`src/rtl/svr_pkg.sv`:
```
// svr_pkg: shared types, constants and note tables for the sine voice
// with release; no dependencies, imported by sine_voice_with_release
package svr_pkg;

   // parameter defaults
   localparam int SINE_TABLE_DEPTH_DEF = 1024;
   localparam int PHASE_BITS_DEF       = 32;

   // field and register widths
   localparam int KIND_W  = 2;
   localparam int NOTE_W  = 7;
   localparam int VEL_W   = 7;
   localparam int RATE_W  = 18;
   localparam int Q15_W   = 16;
   localparam int OCT_W   = 4;
   localparam int SEMI_W  = 4;
   localparam int FREQ_W  = 29;

   // item kinds
   localparam logic [KIND_W-1:0] KIND_TICK  = 2'd0;
   localparam logic [KIND_W-1:0] KIND_START = 2'd1;
   localparam logic [KIND_W-1:0] KIND_STOP  = 2'd2;

   // fixed-point constants, Q1.15, and the reset sample rate
   localparam logic [RATE_W-1:0] RATE_RESET  = 18'd48000;
   localparam logic [Q15_W-1:0]  GAIN_ONE    = 16'd32768;
   localparam logic [Q15_W-1:0]  GAIN_DECAY  = 16'd32440;
   localparam logic [Q15_W-1:0]  GAIN_FLOOR  = 16'd163;
   localparam logic [Q15_W-1:0]  LEVEL_SCALE = 16'd4915;
   localparam logic [Q15_W-1:0]  LEVEL_MAX   = 16'd4915;
   localparam logic [Q15_W-1:0]  SIN_A       = 16'd51472;
   localparam logic [Q15_W-1:0]  SIN_B       = 16'd21024;
   localparam logic [Q15_W-1:0]  SIN_C       = 16'd2320;
   localparam logic [Q15_W-1:0]  POS_MAX     = 16'd32767;
   localparam logic [Q15_W-1:0]  NEG_MAX     = 16'd32768;

   // level = velocity * 4915 / 127 as velocity * (4915 * ceil(2^27 / 127)) >> 27,
   // exact for every 7-bit velocity
   localparam int                     LEVEL_SHIFT   = 27;
   localparam int                     LEVEL_RECIP_W = 33;
   localparam logic [LEVEL_RECIP_W-1:0] LEVEL_RECIP  =
      LEVEL_RECIP_W'(LEVEL_SCALE) * LEVEL_RECIP_W'(1056833);

   // sequencer states
   typedef enum logic [3:0] {
      ST_IDLE,
      ST_Z2,
      ST_K1,
      ST_K2,
      ST_K3,
      ST_LVL,
      ST_GAIN,
      ST_DECAY,
      ST_OUT,
      ST_LVMUL,
      ST_STDIV
   } state_type;

   // octave of a midi note: count of octave boundaries passed
   function automatic logic [OCT_W-1:0] note_octave(input logic [NOTE_W-1:0] note);
      logic [OCT_W-1:0] oct;
      oct = '0;
      for (int k = 1; k <= 10; k++) begin
         if (note >= NOTE_W'(12 * k)) oct = oct + OCT_W'(1);
      end
      return oct;
   endfunction

   // semitone within the octave
   function automatic logic [SEMI_W-1:0] note_semitone(input logic [NOTE_W-1:0] note);
      logic [OCT_W-1:0]  oct;
      logic [NOTE_W-1:0] base;
      oct  = note_octave(note);
      base = NOTE_W'(oct) * NOTE_W'(12);
      return SEMI_W'(note - base);
   endfunction

   // octave 4 frequencies in hz * 2^20, rounded
   function automatic logic [FREQ_W-1:0] octave4_freq(input logic [SEMI_W-1:0] semi);
      logic [FREQ_W-1:0] f;
      unique case (semi)
         4'd0:    f = 29'd274334289;
         4'd1:    f = 29'd290647054;
         4'd2:    f = 29'd307929828;
         4'd3:    f = 29'd326240288;
         4'd4:    f = 29'd345639545;
         4'd5:    f = 29'd366192342;
         4'd6:    f = 29'd387967272;
         4'd7:    f = 29'd411037006;
         4'd8:    f = 29'd435478539;
         4'd9:    f = 29'd461373440;
         4'd10:   f = 29'd488808132;
         4'd11:   f = 29'd517874177;
         default: f = '0;
      endcase
      return f;
   endfunction

endpackage

```
`src/rtl/sine_voice_with_release.sv`:
```
// sine_voice_with_release: one sine voice with level and exponential release,
// built on one shared 16x16 multiplier, a one-bit-per-cycle divider and a
// constant multiply for the level; depends on svr_pkg
//
// usage
//   req channel (valid/ready): kind, note, velocity, allow_tail_off. a word
//   is taken only while the sequencer is idle; req_ready is low while a word
//   is at work or a result waits for the output register.
//   rsp channel (valid/ready): sample, active; one word per tick, none for
//   note start, note stop or the unused kind.
//   csr port: csr_we writes csr_wdata into the sample rate at once.
// sequence
//   tick on a sounding voice: the seven passes through the shared multiplier
//   (four for the sine polynomial, level, release gain, gain decay) in
//   ST_Z2 to ST_DECAY, then the hand-off to the output register in ST_OUT.
//   tick on a silent voice: straight from idle to the hand-off in ST_OUT.
//   note start: ST_LVMUL, then one restoring division of PHASE_BITS+15
//   bits for the phase step in ST_STDIV.
//   note stop: done in the idle state alone.
// reset clears phase, step, level and gain, sets the rate to 48000 and
// empties the output register. a stalled receiver holds the result; the
// block then waits with its next result and takes no word.
module sine_voice_with_release #(
   parameter int SINE_TABLE_DEPTH = svr_pkg::SINE_TABLE_DEPTH_DEF,
   parameter int PHASE_BITS       = svr_pkg::PHASE_BITS_DEF
) (
   input  logic                       clock,
   input  logic                       reset,
   input  logic                       req_valid,
   output logic                       req_ready,
   input  logic [svr_pkg::KIND_W-1:0] req_kind,
   input  logic [svr_pkg::NOTE_W-1:0] req_note,
   input  logic [svr_pkg::VEL_W-1:0]  req_velocity,
   input  logic                       req_allow_tail_off,
   output logic                       rsp_valid,
   input  logic                       rsp_ready,
   output logic signed [15:0]         rsp_sample,
   output logic                       rsp_active,
   input  logic                       csr_we,
   input  logic [svr_pkg::RATE_W-1:0] csr_wdata
);
   import svr_pkg::*;

   localparam int IDX_W = $clog2(SINE_TABLE_DEPTH);
   localparam int DW    = PHASE_BITS + 15;
   localparam int CW    = $clog2(DW);
   localparam int DSR_W = RATE_W + 1;
   localparam int REM_W = DSR_W + 1;
   localparam int SH_W  = OCT_W + 1;
   localparam int LP_W  = VEL_W + LEVEL_RECIP_W;

   // state
   state_type               state_ff, state_in;
   logic [RATE_W-1:0]       rate_ff, rate_in;
   logic [PHASE_BITS-1:0]   phase_ff, phase_in;
   logic [PHASE_BITS-1:0]   step_ff, step_in;
   logic [Q15_W-1:0]        level_ff, level_in;
   logic [Q15_W-1:0]        gain_ff, gain_in;
   logic                    rsp_valid_ff, rsp_valid_in;

   // datapath payload
   logic [NOTE_W-1:0]       note_ff, note_in;
   logic [VEL_W-1:0]        vel_ff, vel_in;
   logic [Q15_W-1:0]        z_ff, z_in;
   logic [Q15_W-1:0]        z2_ff, z2_in;
   logic [Q15_W-1:0]        k_ff, k_in;
   logic [Q15_W-1:0]        mag_ff, mag_in;
   logic                    neg_ff, neg_in;
   logic [DW-1:0]           div_ff, div_in;
   logic [DSR_W-1:0]        rem_ff, rem_in;
   logic [DSR_W-1:0]        dsr_ff, dsr_in;
   logic [CW-1:0]           cnt_ff, cnt_in;
   logic [Q15_W-1:0]        res_sample_ff, res_sample_in;
   logic                    res_active_ff, res_active_in;
   logic [Q15_W-1:0]        rsp_sample_ff, rsp_sample_in;
   logic                    rsp_active_ff, rsp_active_in;

   // shared multiplier
   logic [Q15_W-1:0]        mul_a, mul_b;
   logic [2*Q15_W-1:0]      mul_p;
   logic [Q15_W:0]          mul_hi;

   assign mul_p  = mul_a * mul_b;
   assign mul_hi = mul_p[2*Q15_W-1:15];

   // level from velocity by constant reciprocal multiply
   logic [LP_W-1:0]         lvl_prod;

   assign lvl_prod = LP_W'(vel_ff) * LP_W'(LEVEL_RECIP);

   // divider step, restoring, one quotient bit per cycle
   logic [REM_W-1:0]        rem_sh;
   logic                    div_ge;
   logic [DSR_W-1:0]        rem_next;
   logic [DW-1:0]           div_next;
   logic                    div_done;

   assign rem_sh   = {rem_ff, div_ff[DW-1]};
   assign div_ge   = rem_sh >= REM_W'(dsr_ff);
   assign rem_next = div_ge ? DSR_W'(rem_sh - REM_W'(dsr_ff)) : DSR_W'(rem_sh);
   assign div_next = {div_ff[DW-2:0], div_ge};
   assign div_done = cnt_ff == CW'(DW - 1);

   // sine table index and quarter position from the phase
   logic [IDX_W-1:0]        sin_idx;
   logic [15:0]             turn;
   logic [Q15_W-1:0]        z_raw;

   assign sin_idx = phase_ff[PHASE_BITS-1 -: IDX_W];
   assign turn    = 16'({sin_idx, {(16 - IDX_W){1'b0}}});
   assign z_raw   = {1'b0, turn[13:0], 1'b0};

   // phase step dividend and divisor
   logic [RATE_W-1:0]       rate_eff;
   logic [DW-1:0]           freq_num;

   assign rate_eff = (rate_ff == '0) ? RATE_W'(1) : rate_ff;
   assign freq_num = DW'(octave4_freq(note_semitone(note_ff)))
                     << (SH_W'(note_octave(note_ff)) + SH_W'(PHASE_BITS - 24));

   // output saturation and release decay of the current word
   logic [Q15_W-1:0]        sat_sample;
   logic [Q15_W-1:0]        gain_dec;

   assign sat_sample = neg_ff ? Q15_W'(17'd0 - 17'((mag_ff > NEG_MAX) ? NEG_MAX : mag_ff))
                              : ((mag_ff > POS_MAX) ? POS_MAX : mag_ff);
   assign gain_dec   = mul_hi[Q15_W-1:0];

   assign req_ready  = state_ff == ST_IDLE;
   assign rsp_valid  = rsp_valid_ff;
   assign rsp_sample = rsp_sample_ff;
   assign rsp_active = rsp_active_ff;

   // control registers
   always_ff @(posedge clock) begin
      if (reset) begin
         state_ff     <= ST_IDLE;
         rate_ff      <= RATE_RESET;
         phase_ff     <= '0;
         step_ff      <= '0;
         level_ff     <= '0;
         gain_ff      <= '0;
         rsp_valid_ff <= 1'b0;
      end else begin
         state_ff     <= state_in;
         rate_ff      <= rate_in;
         phase_ff     <= phase_in;
         step_ff      <= step_in;
         level_ff     <= level_in;
         gain_ff      <= gain_in;
         rsp_valid_ff <= rsp_valid_in;
      end
   end

   // payload registers
   always_ff @(posedge clock) begin
      note_ff       <= note_in;
      vel_ff        <= vel_in;
      z_ff          <= z_in;
      z2_ff         <= z2_in;
      k_ff          <= k_in;
      mag_ff        <= mag_in;
      neg_ff        <= neg_in;
      div_ff        <= div_in;
      rem_ff        <= rem_in;
      dsr_ff        <= dsr_in;
      cnt_ff        <= cnt_in;
      res_sample_ff <= res_sample_in;
      res_active_ff <= res_active_in;
      rsp_sample_ff <= rsp_sample_in;
      rsp_active_ff <= rsp_active_in;
   end

   // sequencer: next state, multiplier operands, datapath updates
   always_comb begin
      state_in      = state_ff;
      rate_in       = csr_we ? csr_wdata : rate_ff;
      phase_in      = phase_ff;
      step_in       = step_ff;
      level_in      = level_ff;
      gain_in       = gain_ff;
      note_in       = note_ff;
      vel_in        = vel_ff;
      z_in          = z_ff;
      z2_in         = z2_ff;
      k_in          = k_ff;
      mag_in        = mag_ff;
      neg_in        = neg_ff;
      div_in        = div_ff;
      rem_in        = rem_ff;
      dsr_in        = dsr_ff;
      cnt_in        = cnt_ff;
      res_sample_in = res_sample_ff;
      res_active_in = res_active_ff;
      rsp_sample_in = rsp_sample_ff;
      rsp_active_in = rsp_active_ff;
      rsp_valid_in  = rsp_valid_ff & ~rsp_ready;
      mul_a         = z_ff;
      mul_b         = z_ff;

      unique case (state_ff)
         ST_IDLE: begin
            if (req_valid) begin
               note_in = req_note;
               vel_in  = req_velocity;
               priority case (req_kind)
                  KIND_TICK: begin
                     if (step_ff == '0) begin
                        res_sample_in = '0;
                        res_active_in = 1'b0;
                        state_in      = ST_OUT;
                     end else begin
                        z_in     = turn[14] ? (NEG_MAX - z_raw) : z_raw;
                        neg_in   = turn[15];
                        state_in = ST_Z2;
                     end
                  end
                  KIND_START: begin
                     phase_in = '0;
                     gain_in  = '0;
                     state_in = ST_LVMUL;
                  end
                  KIND_STOP: begin
                     if (req_allow_tail_off) begin
                        if (gain_ff == '0) gain_in = GAIN_ONE;
                     end else begin
                        step_in = '0;
                        gain_in = '0;
                     end
                  end
                  default: begin
                  end
               endcase
            end
         end

         // z^2
         ST_Z2: begin
            mul_a    = z_ff;
            mul_b    = z_ff;
            z2_in    = mul_hi[Q15_W-1:0];
            state_in = ST_K1;
         end

         // b - c*z^2
         ST_K1: begin
            mul_a    = SIN_C;
            mul_b    = z2_ff;
            k_in     = SIN_B - mul_hi[Q15_W-1:0];
            state_in = ST_K2;
         end

         // a - z^2*(b - c*z^2)
         ST_K2: begin
            mul_a    = z2_ff;
            mul_b    = k_ff;
            k_in     = SIN_A - mul_hi[Q15_W-1:0];
            state_in = ST_K3;
         end

         // sine magnitude, clamped
         ST_K3: begin
            mul_a    = z_ff;
            mul_b    = k_ff;
            mag_in   = (mul_hi > (Q15_W+1)'(POS_MAX)) ? POS_MAX : mul_hi[Q15_W-1:0];
            state_in = ST_LVL;
         end

         // scale by level
         ST_LVL: begin
            mul_a    = mag_ff;
            mul_b    = level_ff;
            mag_in   = mul_hi[Q15_W-1:0];
            state_in = ST_GAIN;
         end

         // scale by release gain while release runs
         ST_GAIN: begin
            mul_a = mag_ff;
            mul_b = gain_ff;
            if (gain_ff != '0) mag_in = mul_hi[Q15_W-1:0];
            state_in = ST_DECAY;
         end

         // saturate, advance phase, decay gain and end the voice at the gain floor
         ST_DECAY: begin
            mul_a         = gain_ff;
            mul_b         = GAIN_DECAY;
            res_sample_in = sat_sample;
            phase_in      = phase_ff + step_ff;
            res_active_in = 1'b1;
            if (gain_ff != '0) begin
               gain_in = gain_dec;
               if (gain_dec <= GAIN_FLOOR) begin
                  step_in       = '0;
                  gain_in       = '0;
                  res_active_in = 1'b0;
               end
            end
            state_in = ST_OUT;
         end

         // hand the word to the output register once it is free
         ST_OUT: begin
            if (!rsp_valid_ff || rsp_ready) begin
               rsp_sample_in = res_sample_ff;
               rsp_active_in = res_active_ff;
               rsp_valid_in  = 1'b1;
               state_in      = ST_IDLE;
            end
         end

         // velocity * 4915 / 127, then set up the phase step division
         ST_LVMUL: begin
            level_in = Q15_W'(lvl_prod[LP_W-1:LEVEL_SHIFT]);
            div_in   = freq_num;
            rem_in   = '0;
            dsr_in   = {rate_eff, 1'b0};
            cnt_in   = '0;
            state_in = ST_STDIV;
         end

         // phase step = frequency * 2^PHASE_BITS / rate
         ST_STDIV: begin
            div_in = div_next;
            rem_in = rem_next;
            cnt_in = cnt_ff + CW'(1);
            if (div_done) begin
               step_in  = div_next[PHASE_BITS-1:0];
               state_in = ST_IDLE;
            end
         end

         default: begin
            state_in = ST_IDLE;
         end
      endcase
   end

   // release gain never exceeds unity
   a_gain_range: assert property (@(posedge clock) disable iff (reset)
      gain_ff <= GAIN_ONE)
      else $error("release gain above unity");

   // divider remainder stays below the divisor
   a_rem_bound: assert property (@(posedge clock) disable iff (reset)
      (state_ff == ST_STDIV) |-> (rem_ff < dsr_ff))
      else $error("divider remainder not below divisor");

   // the level from the reciprocal multiply is in range
   a_level_range: assert property (@(posedge clock) disable iff (reset)
      (state_ff == ST_STDIV) |-> (level_ff <= LEVEL_MAX))
      else $error("level above full velocity scale");

   // clamped sine magnitude enters the level pass
   a_sine_clamp: assert property (@(posedge clock) disable iff (reset)
      (state_ff == ST_LVL) |-> (mag_ff <= POS_MAX))
      else $error("sine magnitude not clamped");

endmodule
```
`config.mk`:
```
export PLATFORM = sky130hd
export DESIGN_NAME = sine_voice_with_release
export DESIGN_NICKNAME = d
export VERILOG_FILES = /design/src/rtl/svr_pkg.sv /design/src/rtl/sine_voice_with_release.sv
export SDC_FILE = /design/constraint.sdc
export NUM_CORES = 2
export LEC_CHECK = 0
export BUFFER_PORTS_ARGS = -buffer_cell sky130_fd_sc_hd__buf_2
export CAP_MARGIN = 20
export CORE_MARGIN = 3
export CORE_UTILIZATION = 50
export CTS_CLUSTER_SIZE = 12
export DETAILED_ROUTE_END_ITERATION = 8
export GPL_ROUTABILITY_DRIVEN = 1
export GPL_TIMING_DRIVEN = 0
export PLACE_DENSITY = 0.78
export SLEW_MARGIN = 20
export SYNTH_ARGS = -nofsm -noshare
export SYNTH_HDL_FRONTEND = slang
export SYNTH_SLANG_ARGS = --single-unit
```
`constraint.sdc`:
```
create_clock -name clock -period 10.71 [get_ports clock]
set_input_delay 0.5355 -clock clock [delete_from_list [all_inputs] [get_ports clock]]
set_output_delay 0.5355 -clock clock [all_outputs]
set_load 0.02 [all_outputs]
```
==> impl_results.md <==
* Final wirelength at 85300 µm
* Worst Path Required at 11000 ps
* Clock Skew at 22.8 ps
* Gr ovfl total at 0
* Initial DRT Pass Iterations at 8
* Syn avg cell area at 8.95 µm²
* Vias/cell at 6.00
* Remaining DRCs at 0
* Final setup violation count at 0
* CP max stage cell: a221oi_1
* Port Buf Inserts at 58
* Worst slew pin tran at 1130 ps
* Clock Tree Buf Depth at 3
* Post-DP HPWL at 66500 µm
* Synth warnings at 0
* Via count of the routed design at 25500
* Total core area at 0.0591 mm²
* Post-synth EDFFs at 196
* Total GRT Usage at 0.270
* Switching Fraction at 0.505
* Most common cell after layout, fill and taps aside: nand2_1
* Nets at 3997
* Crit end category: register
* Share of cells above drive strength 1 at 0.0670
* Clock latency on the worst-skew pair at 550 ps
* Most frequent cells in the layout: nand2_1 (392), inv_1 (379), nor2_1 (376)
* Tot Pwr at 10.8 mW
* Post-synth ARST share at 0
* PwrDens at 332 mW/mm²
* CTS root buffer: clkbuf_16
* F_max at 96.3 MHz
* Combinational share of power at 0.725
* Min Tclk post-route at 10390 ps
* Synth area leader: edfxtp_1
* WL/cell at 20.1 µm
* N_diodes at 0
* Synth Flop Type: edfxtp_1
* Slew Limit Fails at 0
* Initial Util at 0.506
* First-pass GRT wire length at 136000 µm
* CP Class: reg -> reg
* Outcome: finished, final reports clean
* Setup_tns at 0 ps
* Net Switching at 5.47 mW
* Flops & latches, synth at 312
* Kind of cell adding the most delay to the critical path: adder cells
* Vias in the first global route at 25500
* Clock sink count at 312
* RD Place Congestion at 1.01
* Die X at 251 µm
* Initial antenna violation count at 1
* Maximum VDD drop at 0.371 mV
* Final worst-path cycle share at 0.970
* Leakage at 14.4 nW
* # IOs at 59
* Num CTS Buffers at 36
* RSZ-0062 raised after global routing: no
* Die H at 251 µm
* Syn-to-layout area delta at 9.11%
* Synthesized net count at 3889
* # Max-Cap Violations at 0
* Largest cells by area after synthesis: edfxtp_1 (20%), fa_1 (17%), ha_1 (11%)
* Worst hold margin at 171 ps
* CTS tree: built
* Cells after Synth at 3342
* Internal Pwr Total at 5.36 mW
* Part of the power in registers at 0.164
* Yosys top cell area share at 0.197
* Relative max-transition margin at 0.226
* Largest net degree at the start of global routing at 59
* CP max FO at 10
* DRT antenna net count at 0
* Slowest cell delay on critical path at 630 ps
* Setup crit start kind: register
* Clock share of power at 0.111
* Rows at 89
* Clock-pin slew on the worst setup and hold paths at 60 ps
* Fin. Hold Viols at 0
* Die area at 0.0628 mm²
* CP Data Arrival Time at 10680 ps
* Most used cell, CP: fa_1
* Sequential area share after synthesis at 0.274
* Worst min path class: in -> reg
* Netlist cell types at 104
* CP bufs+invs at 8
* Syn Std Cell Area at 0.0299 mm²
* Final core utilization at 0.552
* H-Tree Depth at 2
* Starting DRC count in detailed routing at 2129
## registers in the layout, indices dropped and copies added, names as in the netlist, 7 cells and up
register	cells
div_ff	47
z_ff	9
k_ff	16
level_ff	13
vel_ff	7
step_ff	32
gain_ff	16
note_ff	7
rem_ff	19
dsr_ff	18
z2_ff	16
phase_ff	32
rsp_sample	16
mag_ff	16
res_sample_ff	16
rate_ff	18
## path summary, 6_finish.rpt
check	from	endpoint	slack, ps	cells past startpoint
max	state_ff[1]	k_ff[14]	320	35
min	req_velocity[4]	vel_ff[4]	170	1
max reg2reg	state_ff[1]	k_ff[14]	320	35
min reg2reg	res_sample_ff[2]	rsp_sample[2]	420	0
## logic make-up after synthesis
group / Yosys count / share of synthesized area
buffers and inverters: 552 / 0.0699
DFF: 312 / 0.274
AOI/OAI and AO/OA: 702 / 0.159
muxes: 75 / 0.0265
adders and majority gates: 509 / 0.275
and+or+nand+nor: 1085 / 0.163
xor gates and xnor gates: 107 / 0.0318
## synthesized netlist by cell type, types with 16 or more instances
master    number
a211oi_1      20
xnor2_1       70
mux2i_1       59
nand4_1       21
or3_1         16
nand3_1       45
xor2_1        36
a21o_1        53
a221oi_1      18
o211ai_1      17
o21ai_0      117
dfxtp_1      116
nand2b_1      30
ha_1         257
and3_1        22
inv_1        379
a21oi_1      175
nand2_1      394
nor3_1        31
nor4_1        27
a22oi_1       57
a31oi_1       27
edfxtp_1     196
fa_1         250
nor2_1       378
or2_0         18
and2_1        26
o21a_1        28
clkbuf_1     149
nor2b_1       25
o31ai_1       23
## metal layers
| layer | track usage | vias to the layer above | wire length, µm |
|---|---|---|---|
| met2 | 0.445 | 1231 | 39600 |
| li1 | - | 11700 | - |
| met1 | 0.340 | 12300 | 33400 |
| met5 | 0 | - | 17 |
| met3 | 0.0459 | 303 | 7060 |
| met4 | 0.144 | 2 | 5130 |
## through the flow
stage          area, µm²  cells  worst slack, ps
2_1_floorplan      29900   3342             1310
3_3_place_gp       31200   4173             -964
3_5_place_dp       31300   4181             -574
4_1_cts            32500   4246             4.13
5_1_grt            32600   4250             27.4
6_report           32600   4250              323
## power by group through the flow
stage               sequential [mW]  combinational, mW  clock (mW)
floorplan                      1.80               5.60           0
global placement               1.80               7.37           0
detailed placement             1.80               7.53           0
CTS                            1.78               7.62        1.21
global route                   1.78               8.63        1.26
finish                         1.77               7.85        1.20
## worst register-to-register path, delay by kind of cell (launching register included)
| kind | cells | cell delay (ps) |
|---|---|---|
| fa+ha+maj | 9 | 4040 |
| simple gates | 8 | 1920 |
| buf+inv | 8 | 1100 |
| xor+xnor | 2 | 360 |
| compound gates | 8 | 2400 |
| flops | 1 | 310 |
## cell type report
cell class	count	area, µm²
multi-input combinational	2478	19800
buffer	166	668
clock inverter	12	128
tap	773	967
clock buffer	53	1010
sequential	312	8210
inverter	383	1440
fill	5334	26500
timing repair buffer	73	437
## timing repair
item / CTS / global route
setup endpoints to repair: 61 / 62
hold buffers: 0 / 0
setup buffers: 0 / 6
resized for setup: 18 / 38
pin swaps: 0 / 3
Power figures use the tool's default switching activity.
